File: config.mk
export PLATFORM = sky130hd
export DESIGN_NAME = sjt_permutation_generator_core
export DESIGN_NICKNAME = d
export VERILOG_FILES = /design/src/rtl/sjt_pkg.sv /design/src/rtl/sjt_cell.sv /design/src/rtl/sjt_pick.sv /design/src/rtl/sjt_permutation_generator_core.sv
export SDC_FILE = /design/constraint.sdc
export NUM_CORES = 1
export LEC_CHECK = 0
export ABC_AREA = 0
export BUFFER_PORTS_ARGS = -buffer_cell sky130_fd_sc_hd__buf_2
export CORE_UTILIZATION = 40
export CTS_CLUSTER_DIAMETER = 40
export DETAILED_ROUTE_END_ITERATION = 7
export PLACE_DENSITY = 0.6
export SLEW_MARGIN = 15
export SYNTH_ARGS = -nofsm -noshare
export SYNTH_HDL_FRONTEND = slang
export SYNTH_SLANG_ARGS = --single-unit
File: constraint.sdc
create_clock -name clk -period 8.2 [get_ports clk]
set_input_delay 1.23 -clock clk [delete_from_list [all_inputs] [get_ports clk]]
set_output_delay 1.23 -clock clk [all_outputs]
set_load 0.03 [all_outputs]
File: src/rtl/sjt_pkg.sv
// Shared types and constants for the SJT permutation generator.
// No dependencies; imported by sjt_cell, sjt_pick and the top level.
`default_nettype none

package sjt_pkg;

  // Fixed field widths of the ports
  localparam int SWAP_W      = 3;
  localparam int LABEL_OUT_W = 4;
  localparam int LEN_W       = 4;
  localparam int APB_DW      = 32;
  localparam int APB_AW      = 3;

  // Register indexes (byte address = 4 * index)
  typedef enum logic {
    REG_PERM_LENGTH = 1'b0
  } sjt_reg_t;

  localparam logic [LEN_W-1:0] PERM_LENGTH_RST = 4'd8;

  // Status a cell shows to its two neighbors
  typedef struct packed {
    logic dir;  // 0 = points left, 1 = points right
    logic hit;  // this cell holds the selected (largest mobile) label
  } sjt_stat_t;

endpackage

`default_nettype wire

File: src/rtl/sjt_cell.sv
// One position of the permutation row: label and direction bit.
// Depends on sjt_pkg; exchanges label and status with both neighbors.
`default_nettype none

module sjt_cell #(
  parameter int LW  = 4,
  parameter int IDX = 0
) (
  input  logic              clk,
  input  logic              rst_n,
  input  logic              load,
  input  logic              step,
  input  logic              active,
  input  logic              left_ok,
  input  logic              right_ok,
  input  logic [LW-1:0]     left_label,
  input  logic [LW-1:0]     right_label,
  input  logic [LW-1:0]     sel_label,
  input  sjt_pkg::sjt_stat_t left_stat,
  input  sjt_pkg::sjt_stat_t right_stat,
  output logic [LW-1:0]     label,
  output sjt_pkg::sjt_stat_t stat,
  output logic              mobile
);
  import sjt_pkg::*;

  logic [LW-1:0] label_r, label_nxt;
  logic          dir_r, dir_nxt;
  logic [LW-1:0] nb_label, swap_label;
  logic          nb_ok, swap_dir, hit, flip;

  always_comb begin
    nb_label = dir_r ? right_label : left_label;
    nb_ok    = dir_r ? right_ok : left_ok;
    mobile   = active & nb_ok & (label_r > nb_label);
    hit      = (label_r == sel_label);

    // swap with the neighbor that the selected cell points at
    swap_label = label_r;
    swap_dir   = dir_r;
    if (hit) begin
      swap_label = dir_r ? right_label : left_label;
      swap_dir   = dir_r ? right_stat.dir : left_stat.dir;
    end else if (left_stat.hit && left_stat.dir) begin
      swap_label = left_label;
      swap_dir   = left_stat.dir;
    end else if (right_stat.hit && !right_stat.dir) begin
      swap_label = right_label;
      swap_dir   = right_stat.dir;
    end
    flip = active & (swap_label > sel_label);

    label_nxt = label_r;
    dir_nxt   = dir_r;
    if (load) begin
      label_nxt = LW'(IDX + 1);
      dir_nxt   = 1'b0;
    end else if (step) begin
      label_nxt = swap_label;
      dir_nxt   = swap_dir ^ flip;
    end
  end

  always_ff @(posedge clk) begin
    if (!rst_n) begin
      label_r <= LW'(IDX + 1);
      dir_r   <= 1'b0;
    end else begin
      label_r <= label_nxt;
      dir_r   <= dir_nxt;
    end
  end

  assign label    = label_r;
  assign stat.dir = dir_r;
  assign stat.hit = hit;

endmodule

`default_nettype wire

File: src/rtl/sjt_pick.sv
// Picks the largest mobile label from the row of cells.
// Depends on sjt_pkg; labels are distinct, so a per-value flag vector suffices.
`default_nettype none

module sjt_pick #(
  parameter int N  = 8,
  parameter int LW = 4
) (
  input  logic [LW-1:0] labels [N],
  input  logic [N-1:0]  mobile,
  output logic          found,
  output logic [LW-1:0] sel_label
);
  import sjt_pkg::*;

  logic [N:1] seen;

  always_comb begin
    seen = '0;
    for (int v = 1; v <= N; v++) begin
      for (int i = 0; i < N; i++) begin
        if (mobile[i] && (labels[i] == LW'(v))) begin
          seen[v] = 1'b1;
        end
      end
    end
    sel_label = '0;
    for (int v = 1; v <= N; v++) begin
      if (seen[v]) begin
        sel_label = LW'(v);
      end
    end
    found = |seen;
  end

endmodule

`default_nettype wire

File: src/rtl/sjt_permutation_generator_core.sv
// Steinhaus-Johnson-Trotter permutation generator, top level.
// Depends on sjt_pkg, sjt_cell and sjt_pick.
//
// Usage:
//  - Input channel (in_valid/in_ready, in_restart): a transfer with
//    in_restart=1 reloads labels 1..MAX_ELEMENTS, all pointing left; with
//    in_restart=0 it advances one step of the Gray-like transposition order.
//  - Result channel (out_valid/out_ready): one transfer per input transfer,
//    carrying the left position of the swapped pair, the moved label, or
//    out_finished=1 when no label is mobile (state unchanged then); all zero on restart.
//  - APB register 0 (byte address 0): perm_length, 4 bits, reset 8. Zero
//    acts as 1, values above MAX_ELEMENTS act as MAX_ELEMENTS.
//  - Latency: the result is valid the cycle after the input transfer.
//  - Throughput: one item per cycle unless the output stalls. Active cells
//    compare with the neighbor they point at, the picker selects the largest
//    mobile label, the pair swaps, larger labels flip: one combinational pass.
//  - Stall: the output register holds a result until taken; in_ready stays
//    high while the output is empty or being taken in the same cycle.
//  - Reset (rst_n low, synchronous): identity labels, all left,
//    perm_length=8, no result pending.
`default_nettype none

module sjt_permutation_generator_core #(
  parameter int MAX_ELEMENTS = 8
) (
  input  logic                                clk,
  input  logic                                rst_n,
  // input channel
  input  logic                                in_valid,
  output logic                                in_ready,
  input  logic                                in_restart,
  // result channel
  output logic                                out_valid,
  input  logic                                out_ready,
  output logic [sjt_pkg::SWAP_W-1:0]          out_swap_index,
  output logic [sjt_pkg::LABEL_OUT_W-1:0]     out_moved_label,
  output logic                                out_finished,
  // configuration port
  input  logic                                psel,
  input  logic                                penable,
  input  logic                                pwrite,
  input  logic [sjt_pkg::APB_AW-1:0]          paddr,
  input  logic [sjt_pkg::APB_DW-1:0]          pwdata,
  output logic [sjt_pkg::APB_DW-1:0]          prdata,
  output logic                                pready
);
  import sjt_pkg::*;

  localparam int LW = $clog2(MAX_ELEMENTS + 1);   // label width
  localparam int IW = $clog2(MAX_ELEMENTS);       // position index width
  localparam int CW = (LW > LEN_W) ? LW : LEN_W;  // length compare width

  // ---------------------------------------------------------------
  // Configuration register
  // ---------------------------------------------------------------
  logic [LEN_W-1:0] perm_length_r, perm_length_nxt;
  logic             cfg_wr;
  sjt_reg_t         reg_sel;

  assign reg_sel = sjt_reg_t'(paddr[2]);
  assign cfg_wr  = psel & penable & pwrite & pready;
  assign pready  = 1'b1;

  always_comb begin
    perm_length_nxt = perm_length_r;
    if (cfg_wr && (reg_sel == REG_PERM_LENGTH)) begin
      perm_length_nxt = pwdata[LEN_W-1:0];
    end
  end

  always_comb begin
    case (reg_sel)
      REG_PERM_LENGTH: prdata = APB_DW'(perm_length_r);
      default:         prdata = '0;
    endcase
  end

  // Effective length, clamped to 1..MAX_ELEMENTS
  logic [CW-1:0] len_raw, len_eff;
  always_comb begin
    len_raw = CW'(perm_length_r);
    if (len_raw == '0) begin
      len_eff = CW'(1);
    end else if (len_raw > CW'(MAX_ELEMENTS)) begin
      len_eff = CW'(MAX_ELEMENTS);
    end else begin
      len_eff = len_raw;
    end
  end

  // ---------------------------------------------------------------
  // Handshake
  // ---------------------------------------------------------------
  logic out_valid_r, out_valid_nxt;
  logic accept, do_load, do_step;

  assign in_ready = !out_valid_r || out_ready;
  assign accept   = in_valid & in_ready;

  // ---------------------------------------------------------------
  // Row of cells
  // ---------------------------------------------------------------
  logic [LW-1:0]     labels [MAX_ELEMENTS];
  sjt_stat_t         stats  [MAX_ELEMENTS];
  logic [MAX_ELEMENTS-1:0] mobile_vec, hit_vec, active_vec;
  logic              found;
  logic [LW-1:0]     sel_label;

  assign do_load = accept & in_restart;
  assign do_step = accept & !in_restart & found;

  for (genvar i = 0; i < MAX_ELEMENTS; i++) begin : g_cell
    logic [LW-1:0] l_label, r_label;
    sjt_stat_t     l_stat, r_stat;
    logic          l_ok, r_ok;

    assign active_vec[i] = (CW'(i) < len_eff);
    assign hit_vec[i]    = stats[i].hit;

    if (i == 0) begin : g_left_edge
      assign l_label = '0;
      assign l_stat  = '0;
      assign l_ok    = 1'b0;
    end else begin : g_left
      assign l_label = labels[i-1];
      assign l_stat  = stats[i-1];
      assign l_ok    = 1'b1;
    end

    if (i == MAX_ELEMENTS - 1) begin : g_right_edge
      assign r_label = '0;
      assign r_stat  = '0;
      assign r_ok    = 1'b0;
    end else begin : g_right
      assign r_label = labels[i+1];
      assign r_stat  = stats[i+1];
      assign r_ok    = active_vec[i+1];
    end

    sjt_cell #(
      .LW  (LW),
      .IDX (i)
    ) u_cell (
      .clk         (clk),
      .rst_n       (rst_n),
      .load        (do_load),
      .step        (do_step),
      .active      (active_vec[i]),
      .left_ok     (l_ok),
      .right_ok    (r_ok),
      .left_label  (l_label),
      .right_label (r_label),
      .sel_label   (sel_label),
      .left_stat   (l_stat),
      .right_stat  (r_stat),
      .label       (labels[i]),
      .stat        (stats[i]),
      .mobile      (mobile_vec[i])
    );
  end

  sjt_pick #(
    .N  (MAX_ELEMENTS),
    .LW (LW)
  ) u_pick (
    .labels    (labels),
    .mobile    (mobile_vec),
    .found     (found),
    .sel_label (sel_label)
  );

  // Position of the selected cell and the left end of the swapped pair.
  // sel_label is zero when nothing is mobile, so no cell hits then.
  logic [IW-1:0] pos_idx, left_idx;
  logic          pos_dir;
  always_comb begin
    pos_idx = '0;
    pos_dir = 1'b0;
    for (int i = 0; i < MAX_ELEMENTS; i++) begin
      if (hit_vec[i]) begin
        pos_idx = pos_idx | IW'(i);
        pos_dir = pos_dir | stats[i].dir;
      end
    end
    left_idx = pos_dir ? pos_idx : (pos_idx - IW'(1));
  end

  // ---------------------------------------------------------------
  // Output register
  // ---------------------------------------------------------------
  logic [SWAP_W-1:0]      out_swap_index_r, out_swap_index_nxt;
  logic [LABEL_OUT_W-1:0] out_moved_label_r, out_moved_label_nxt;
  logic                   out_finished_r, out_finished_nxt;

  always_comb begin
    out_valid_nxt       = out_valid_r;
    out_swap_index_nxt  = out_swap_index_r;
    out_moved_label_nxt = out_moved_label_r;
    out_finished_nxt    = out_finished_r;
    if (out_valid_r && out_ready) begin
      out_valid_nxt = 1'b0;
    end
    if (accept) begin
      out_valid_nxt       = 1'b1;
      out_swap_index_nxt  = '0;
      out_moved_label_nxt = '0;
      out_finished_nxt    = 1'b0;
      if (!in_restart) begin
        if (found) begin
          out_swap_index_nxt  = SWAP_W'(left_idx);
          out_moved_label_nxt = LABEL_OUT_W'(sel_label);
        end else begin
          out_finished_nxt = 1'b1;
        end
      end
    end
  end

  always_ff @(posedge clk) begin
    if (!rst_n) begin
      out_valid_r   <= 1'b0;
      perm_length_r <= PERM_LENGTH_RST;
    end else begin
      out_valid_r   <= out_valid_nxt;
      perm_length_r <= perm_length_nxt;
    end
  end

  always_ff @(posedge clk) begin
    out_swap_index_r  <= out_swap_index_nxt;
    out_moved_label_r <= out_moved_label_nxt;
    out_finished_r    <= out_finished_nxt;
  end

  assign out_valid       = out_valid_r;
  assign out_swap_index  = out_swap_index_r;
  assign out_moved_label = out_moved_label_r;
  assign out_finished    = out_finished_r;

  // ---------------------------------------------------------------
  // Assertions
  // ---------------------------------------------------------------
  // labels are distinct, so exactly one cell holds the selected label
  a_one_hit: assert property (@(posedge clk) disable iff (!rst_n)
    found |-> $onehot(hit_vec))
    else $error("selected label not held by exactly one cell");

  a_no_hit: assert property (@(posedge clk) disable iff (!rst_n)
    !found |-> (hit_vec == '0))
    else $error("cell hit without a mobile label");

  a_step_label: assert property (@(posedge clk) disable iff (!rst_n)
    do_step |=> out_valid_r && !out_finished_r
                && (out_moved_label_r == $past(LABEL_OUT_W'(sel_label))))
    else $error("moved label does not match selected label");

  a_finished_zero: assert property (@(posedge clk) disable iff (!rst_n)
    (out_valid_r && out_finished_r) |->
      (out_swap_index_r == '0) && (out_moved_label_r == '0))
    else $error("finished result carries a nonzero swap");

  a_restart_clears: assert property (@(posedge clk) disable iff (!rst_n)
    do_load |=> (labels[0] == LW'(1)) && !stats[0].dir)
    else $error("restart did not reload the first cell");

endmodule

`default_nettype wire

==> Word level (Yosys, flattened, before mapping) <==
Index checks and enable logic that the tools add are counted.
{ "word_totals": {"reg_bits": 53, "latchBits": 0, "ramBits": 0, "romBits": 0, "in_bits": 43, "out_inout_bits": 43, "elab_cells": 424, "memories": 0} }
{ "classes": {"n_addsub": 1, "multipliers": 0, "div": 0, "n_lt_le_gt_ge": 25, "eq_ne": 72, "shifts": 0, "muxes": 162, "bitwise": 48, "reduce_logical": 95} }
{ "op_table": {"columns": ["cell", "count"], "rows": [
  ["two-way mux 4 bit", 34],
  ["equality test 4 x 3 -> 1 bit, second input constant", 32],
  ["two-way mux 1 bit", 115],
  ["logical AND 1 bit", 80],
  ["equality test 4 x 2 -> 1 bit, second input constant", 16],
  ["greater-than comparator 4 bit", 16],
  ["equality test 4 x 1 -> 1 bit, second input constant", 8],
  ["equality test 4 bit", 8],
  ["equality test 4 bit, second input constant", 8],
  ["AND 1 bit", 30],
  ["two-way mux 3 bit", 9],
  ["less-than comparator 3 x 4 -> 1 bit, first input constant", 4],
  ["logical NOT 1 bit", 9],
  ["less-than comparator 1 x 4 -> 1 bit, first input constant", 2],
  ["less-than comparator 2 x 4 -> 1 bit, first input constant", 2],
  ["two-way mux 2 bit", 4],
  ["OR reduction 8 bit", 1],
  ["bitwise XOR 1 bit", 8],
  ["bitwise OR 1 bit", 7],
  ["greater-than comparator 4 bit, second input constant", 1],
  ["logical NOT 4 bit", 1],
  ["OR reduction 2 bit", 2],
  ["inverter 1 bit", 3],
  ["subtractor 3 x 1 -> 3 bit, second input constant", 1],
  ["other kinds (2)", 2]
]} }

==> Longest topological paths before layout <==
{ "logic_depth": {"word_depth": 41, "ltp_mapped": 29, "depth_no_buf": 25} }

==> Hierarchy <==
From an unflattened synthesis, not the netlist that was laid out.
{ "hier_totals": {"hier_cells": 907, "area_unflattened_um2": 7295.7} }
{ "by_module_without_submodules": {"columns": ["module", "instances", "cells_per_inst", "area_per_inst_um2", "seq_area_each_um2"], "rows": [
  ["sjt_permutation_generator_core", 1, 94, 935.9, 340.3],
  ["sjt_pick", 1, 115, 797.0, 0.0],
  ["sjt_cell (g_cell[3].u_cell)", 1, 87, 720.7, 100.1],
  ["sjt_cell (g_cell[6].u_cell)", 1, 87, 713.2, 100.1],
  ["sjt_cell (g_cell[0].u_cell)", 1, 88, 708.2, 100.1],
  ["sjt_cell (g_cell[2].u_cell)", 1, 88, 701.9, 100.1],
  ["sjt_cell (g_cell[1].u_cell)", 1, 87, 684.4, 100.1],
  ["sjt_cell (g_cell[7].u_cell)", 1, 87, 680.7, 100.1],
  ["sjt_cell (g_cell[4].u_cell)", 1, 88, 679.4, 100.1],
  ["sjt_cell (g_cell[5].u_cell)", 1, 86, 674.4, 100.1]
]} }

==> Worst setup path before layout <==
OpenSTA, ideal clock, no wires.
{ "synth_path": {"kind": "flip-flop to flip-flop", "from": "register g_cell[5].u_cell.label_r[0]", "to": "register g_cell[5].u_cell.dir_r", "arrival_time_ps": 5625, "t_required_ps": 8121, "setup_slack_ps": 2496, "stages_incl_launch_ff": 27, "n_path_buf": 3, "synth_period_minus_slack_ps": 5704, "path_cell_list": "dfxtp_1 clkbuf_1 inv_1 o21ai_0 ha_1 and4_1 or4b_1 a211oi_1 nor3_1 and3_4 and4_4 buf_6 a2111oi_0 or3_1 and4_1 buf_2 mux2_2 o21ai_0 nand2_1 ha_1 nor2b_1 o21ai_0 nand2b_1 a21oi_1 nor2_1 a2111o_1 o211ai_1"} }
{ "synth_via": {"elab_chain_len": 24, "word_cells_on_any_way": 96} }
{ "synth_lines": {"columns": ["item", "line_no", "text"], "rows": [
  ["from (decl)", "sjt_cell.sv:27", "logic [LW-1:0] label_r, label_nxt;"],
  ["from (signal assigned)", "sjt_cell.sv:66", "label_r <= LW'(IDX + 1);"],
  ["from (signal assigned)", "sjt_cell.sv:69", "label_r <= label_nxt;"],
  ["two-way mux 4 bit", "sjt_cell.sv:33", "nb_label = dir_r ? right_label : left_label;"],
  ["greater-than comparator 4 bit", "sjt_cell.sv:35", "mobile = active & nb_ok & (label_r > nb_label);"],
  ["AND 1 bit", "sjt_cell.sv:35", null],
  ["logical AND 1 bit", "sjt_pick.sv:22", "if (mobile[i] && (labels[i] == LW'(v))) begin"],
  ["two-way mux 1 bit (4 in series)", "sjt_pick.sv:22", null],
  ["two-way mux 1 bit", "sjt_pick.sv:29", "if (seen[v]) begin"],
  ["two-way mux 2 bit (2 in series)", "sjt_pick.sv:29", null],
  ["two-way mux 3 bit (4 in series)", "sjt_pick.sv:29", null],
  ["[2 not listed]", null, null],
  ["logical AND 1 bit", "sjt_cell.sv:47", "end else if (right_stat.hit && !right_stat.dir) begin"],
  ["two-way mux 4 bit", "sjt_cell.sv:47", null],
  ["two-way mux 4 bit", "sjt_cell.sv:44", "end else if (left_stat.hit && left_stat.dir) begin"],
  ["two-way mux 4 bit (*)", "sjt_cell.sv:41", "if (hit) begin"],
  ["via g_cell[5].u_cell.swap_label[1]", "sjt_cell.sv:29", "logic [LW-1:0] nb_label, swap_label;"],
  ["greater-than comparator 4 bit (*)", "sjt_cell.sv:51", "flip = active & (swap_label > sel_label);"],
  ["AND 1 bit (*)", "sjt_cell.sv:51", null],
  ["bitwise XOR 1 bit (*)", "sjt_cell.sv:60", "dir_nxt = swap_dir ^ flip;"],
  ["to (signal assigned)", "sjt_cell.sv:70", "dir_r <= dir_nxt;"],
  ["to (decl)", "sjt_cell.sv:28", "logic dir_r, dir_nxt;"]
]} }
The timed path passes the listed nets; every way through them passes the cells marked *.
A chain may end at the register's enable or synchronous reset.

==> Worst setup path after layout <==
{ "layout_path": {"from": "register g_cell[6].u_cell.dir_r", "to": "register g_cell[3].u_cell.dir_r"} }
{ "layout_via": {"elab_chain_len": 22, "word_cells_on_any_way": 53} }
{ "layout_lines": {"columns": ["item", "line_no"], "rows": [
  ["from (decl)", "sjt_cell.sv:28"],
  ["from (signal assigned)", "sjt_cell.sv:70"],
  ["two-way mux 4 bit or two-way mux 1 bit (tied branches)", "sjt_cell.sv:33, sjt_cell.sv:34"],
  ["greater-than comparator 4 bit or AND 1 bit (tied branches)", "sjt_cell.sv:35"],
  ["AND 1 bit (*)", "sjt_cell.sv:35"],
  ["logical AND 1 bit", "sjt_pick.sv:22"],
  ["two-way mux 1 bit (2 in series)", "sjt_pick.sv:22"],
  ["two-way mux 1 bit", "sjt_pick.sv:29"],
  ["two-way mux 2 bit (2 in series)", "sjt_pick.sv:29"],
  ["two-way mux 3 bit (4 in series)", "sjt_pick.sv:29"],
  ["[2 not listed]", null],
  ["logical AND 1 bit", "sjt_cell.sv:47"],
  ["two-way mux 4 bit", "sjt_cell.sv:47"],
  ["two-way mux 4 bit", "sjt_cell.sv:44"],
  ["two-way mux 4 bit (*)", "sjt_cell.sv:41"],
  ["via g_cell[3].u_cell.swap_label[1]", "sjt_cell.sv:29"],
  ["greater-than comparator 4 bit (*)", "sjt_cell.sv:51"],
  ["AND 1 bit (*)", "sjt_cell.sv:51"],
  ["bitwise XOR 1 bit (*)", "sjt_cell.sv:60"],
  ["to (signal assigned)", "sjt_cell.sv:70"],
  ["to (decl)", "sjt_cell.sv:28"]
]} }
Marked as above.

==> flow_summary_export.csv <==
group,metric,value,unit
critical_path,startpoint_type,"flip-flop",
critical_path,r2r_start,"g_cell[6].u_cell.dir_r$_SDFFE_PP0P_",
cells_and_area,fin_cells,1202,
placed_design,globalplace.congestion,0.916,
timing,skew,0.00675,ns
clock_tree,cts_root_buffer,"clkbuf_16",
synth,syn-instance-count,994,
synth,avgSynthCellArea,7.58,um^2
clock_tree,clockBufferDepth,2,
synth,synth_top_area_cell,"dfxtp_1",
timing,drv_slew,0,
synth,synth_area_leaders,"dfxtp_1 (12%), ha_1 (11%), mux2i_1 (4.9%)",
status,status,"complete, no violations",
detailed_routing,postRouteWirelength,25800,um
synth,yosysSeqAreaShare,15.1,%
floorplanning,io_pins,86,
detailed_routing,drt_iter0_drc,844,
critical_path,slowest_delay,0.69,ns
synth,syn-cell-area,7540,um^2
synth,synth_top_area_share,12.0,%
clock_tree,hold_buffers,0,
critical_path,critical_path_arrival,7.22,ns
detailed_routing,vias_per_cell,6.49,
global_routing,antenna_found_initial,0,
placed_design,port_buffers,26,
timing,rsz0062_at_grt,"false",
timing,period_needed,7.02,ns
synth,ys_dominant_reg_cell,"dfxtp_1",
placed_design,placed_cells,1194,
clock_tree,cts_max_level,2,
synth,yosys-top-cells-count,"nand2_1 (82), ha_1 (65), nor2_1 (52)",
cells_and_area,drive_above_1_share,10.2,%
critical_path,path_delay_family,"simple AND/OR/NAND/NOR gates",
floorplanning,dieHeight,139,um
synth,async_flop_share,0,%
hold_path,whs_path_depth,2,
cells_and_area,diodes,0,
floorplanning,num_rows,49,
floorplanning,initial_core_util,41.4,%
critical_path,reg2reg_depth,22,
hold_path,hp-class,"reg2reg",
detailed_routing,post_drt_wl_per_cell,21.5,um
global_routing,grt_pass1_vias,7026,
critical_path,worstPathMaxFanout,14,
floorplanning,core,18200,um^2
critical_path,path_cells,"mux2i_1 -> ha_1 -> nor2b_1 -> o211ai_1 -> a211oi_1 -> a311oi_1 -> nand4_1 -> nor4_4 -> buf_4 -> mux2i_1 -> nor2_1 -> nor3_1 -> a2111oi_0 -> and3b_1 -> ha_1 -> nor2b_1 -> o21a_1 -> o21a_1 -> o221ai_1 -> a2111oi_0 -> o2bb2ai_1 -> nand3_1",
synth,synth.most_common_cell,"nand2_1",
timing,fin_setup_tns,0,ns
critical_path,rrSetupSlack,1.18,ns
synth,synth_cell_types,101,
critical_path,required,8.40,ns
synth,yosys_warnings,0,
global_routing,grt_max_degree,41,
hold_path,min-delay-start,"g_cell[1].u_cell.label[1]$_SDFFE_PP1P_",
critical_path,worstReg2RegEnd,"g_cell[3].u_cell.dir_r$_SDFFE_PP0P_",
synth,synth_seq_cells,53,
clock_tree,cts_buffers,5,
clock_tree,cts_setup_buffers,0,
detailed_routing,vias,7803,
critical_path,crit_path_end_kind,"flip-flop",
clock_tree,ctsResizeCount,0,
clock_tree,clock_sinks,53,
placed_design,dp_hpwl,18500,um
clock_tree,cts_tree,"yes",
cells_and_area,syn2layout_area_growth,3.83,%
floorplanning,die_area,19400,um^2
critical_path,worst_path_max_delay_cell,"dfxtp_1",
critical_path,crit_buf_inv,1,
timing,hold_viol,0,
hold_path,min_to,"g_cell[0].u_cell.label[1]$_SDFFE_PP0P_",
detailed_routing,antenna_left,0,
critical_path,path_class,"reg2reg",
global_routing,grt_util_all_layers,26.5,%
cells_and_area,nets,1080,
clock_tree,clkTransAtPathRegs,0.08,ns
detailed_routing,firstDrtPassIters,6,
clock_tree,clock_latency,0.31,ns
global_routing,grt_overflow_total,0,
timing,finalSetupViolations,0,
timing,relSlewSlack,32.6,%
synth,synth_enable_flop_cells,8,
timing,max_freq,0.142,GHz
timing,min_period_over_period,85.6,%
global_routing,grt_pass1_wl,40200,um
timing,worst_slew_pin_slew,1.01,ns
cells_and_area,n_fill_cell,1866,
flow_run,cap_violations,0,
floorplanning,die_w,139,um
detailed_routing,drc,0,
sequential cells by signal, summed over array words and instances (netlist names):
name	flops
out_finished	1
len_raw	4
out_moved_label	4
g_cell.u_cell.dir_r	8
g_cell.u_cell.label	32
out_swap_index	3
out_valid	1
worst register-to-register path, cell delays in order, from the launching register on:
cell,delay (ns)
dfxtp_1,0.69
mux2i_1,0.37
ha_1,0.30
nor2b_1,0.13
o211ai_1,0.59
a211oi_1,0.18
a311oi_1,0.43
nand4_1,0.34
nor4_4,0.63
buf_4,0.30
mux2i_1,0.29
nor2_1,0.14
nor3_1,0.65
a2111oi_0,0.22
and3b_1,0.30
ha_1,0.25
nor2b_1,0.13
o21a_1,0.16
o21a_1,0.16
o221ai_1,0.27
a2111oi_0,0.13
o2bb2ai_1,0.17
nand3_1,0.08
through the flow:
step | util, % | hold slack (ns) | worst slack (ns) | area [um^2]
after floorplan | - | 0.589 | 2.50 | 7640
after global placement | 42.0 | 0.497 | 1.40 | 7650
after detailed placement | 42.0 | 0.503 | 1.36 | 7650
after CTS | 43.0 | 0.512 | 1.29 | 7830
after global routing | 43.0 | 0.567 | 0.742 | 7830
final | 43.0 | 0.520 | 1.18 | 7830
cell usage in the layout, fill, tap and decap left out, drive strengths merged, types with 16 or more instances in the layout:
cell type and n:
nor3 41, and3 24, a211oi 22, nor2 52, o21ai 45, conb 29
a31oi 21, a21oi 45, nand3 50, mux2i 37, inv 30, ha 65
nand2 82, nor2b 29, nor4 17, nand4 39, dfxtp 45, nand2b 16
buf 46
how the worst max path moves through the flow:
stage / from / end / slack [ns] / cells past startpoint
finish: g_cell[6].u_cell.dir_r$_SDFFE_PP0P_ / g_cell[3].u_cell.dir_r$_SDFFE_PP0P_ / 1.18 / 22
global route: g_cell[6].u_cell.dir_r$_SDFFE_PP0P_ / g_cell[3].u_cell.dir_r$_SDFFE_PP0P_ / 0.74 / 22
CTS: g_cell[6].u_cell.dir_r$_SDFFE_PP0P_ / g_cell[3].u_cell.dir_r$_SDFFE_PP0P_ / 1.29 / 22
detailed placement: g_cell[6].u_cell.dir_r$_SDFFE_PP0P_ / g_cell[3].u_cell.dir_r$_SDFFE_PP0P_ / 1.36 / 22
global placement: g_cell[6].u_cell.dir_r$_SDFFE_PP0P_ / g_cell[3].u_cell.dir_r$_SDFFE_PP0P_ / 1.40 / 22
floorplan: g_cell[5].u_cell.label[0]$_SDFFE_PP0P_ / g_cell[5].u_cell.dir_r$_SDFFE_PP0P_ / 2.50 / 26
per-layer routing:
layer	vias up	wire length [um]	track usage [%]
met5	-	0	0
met4	0	612	8.25
met3	40	1750	3.51
met2	315	11400	41.5
met1	3719	12100	37.5
li1	3729	-	-
area by class of cell:
type	count	area [um^2]	share of cell area [%]
clock buffers	7	143	1.82
clock inverters	1	30.0	0.384
inverters	31	116	1.49
multi-input cells	835	5830	74.5
flip-flops and latches	53	1140	14.6
well taps	229	287	3.66
repair buffers	46	280	3.58
cells by family (layout without fill, tap and decap cells):
kind of cell | after synthesis | count (layout) | share of synthesized area [%]
muxes | 41 | 41 | 5.51
buffers and inverters | 133 | 85 | 8.90
AOI/OAI and AO/OA | 277 | 277 | 28.0
other | 2 | 29 | 0.0996
DFF | 53 | 53 | 15.1
adders and majority gates | 65 | 65 | 10.8
xor gates and xnor gates | 15 | 15 | 1.74
and+or+nand+nor | 408 | 408 | 29.8
Power is left out: the tool's default activity adds up to more than one toggle a clock period on the data nets, which glitch-free logic cannot reach.
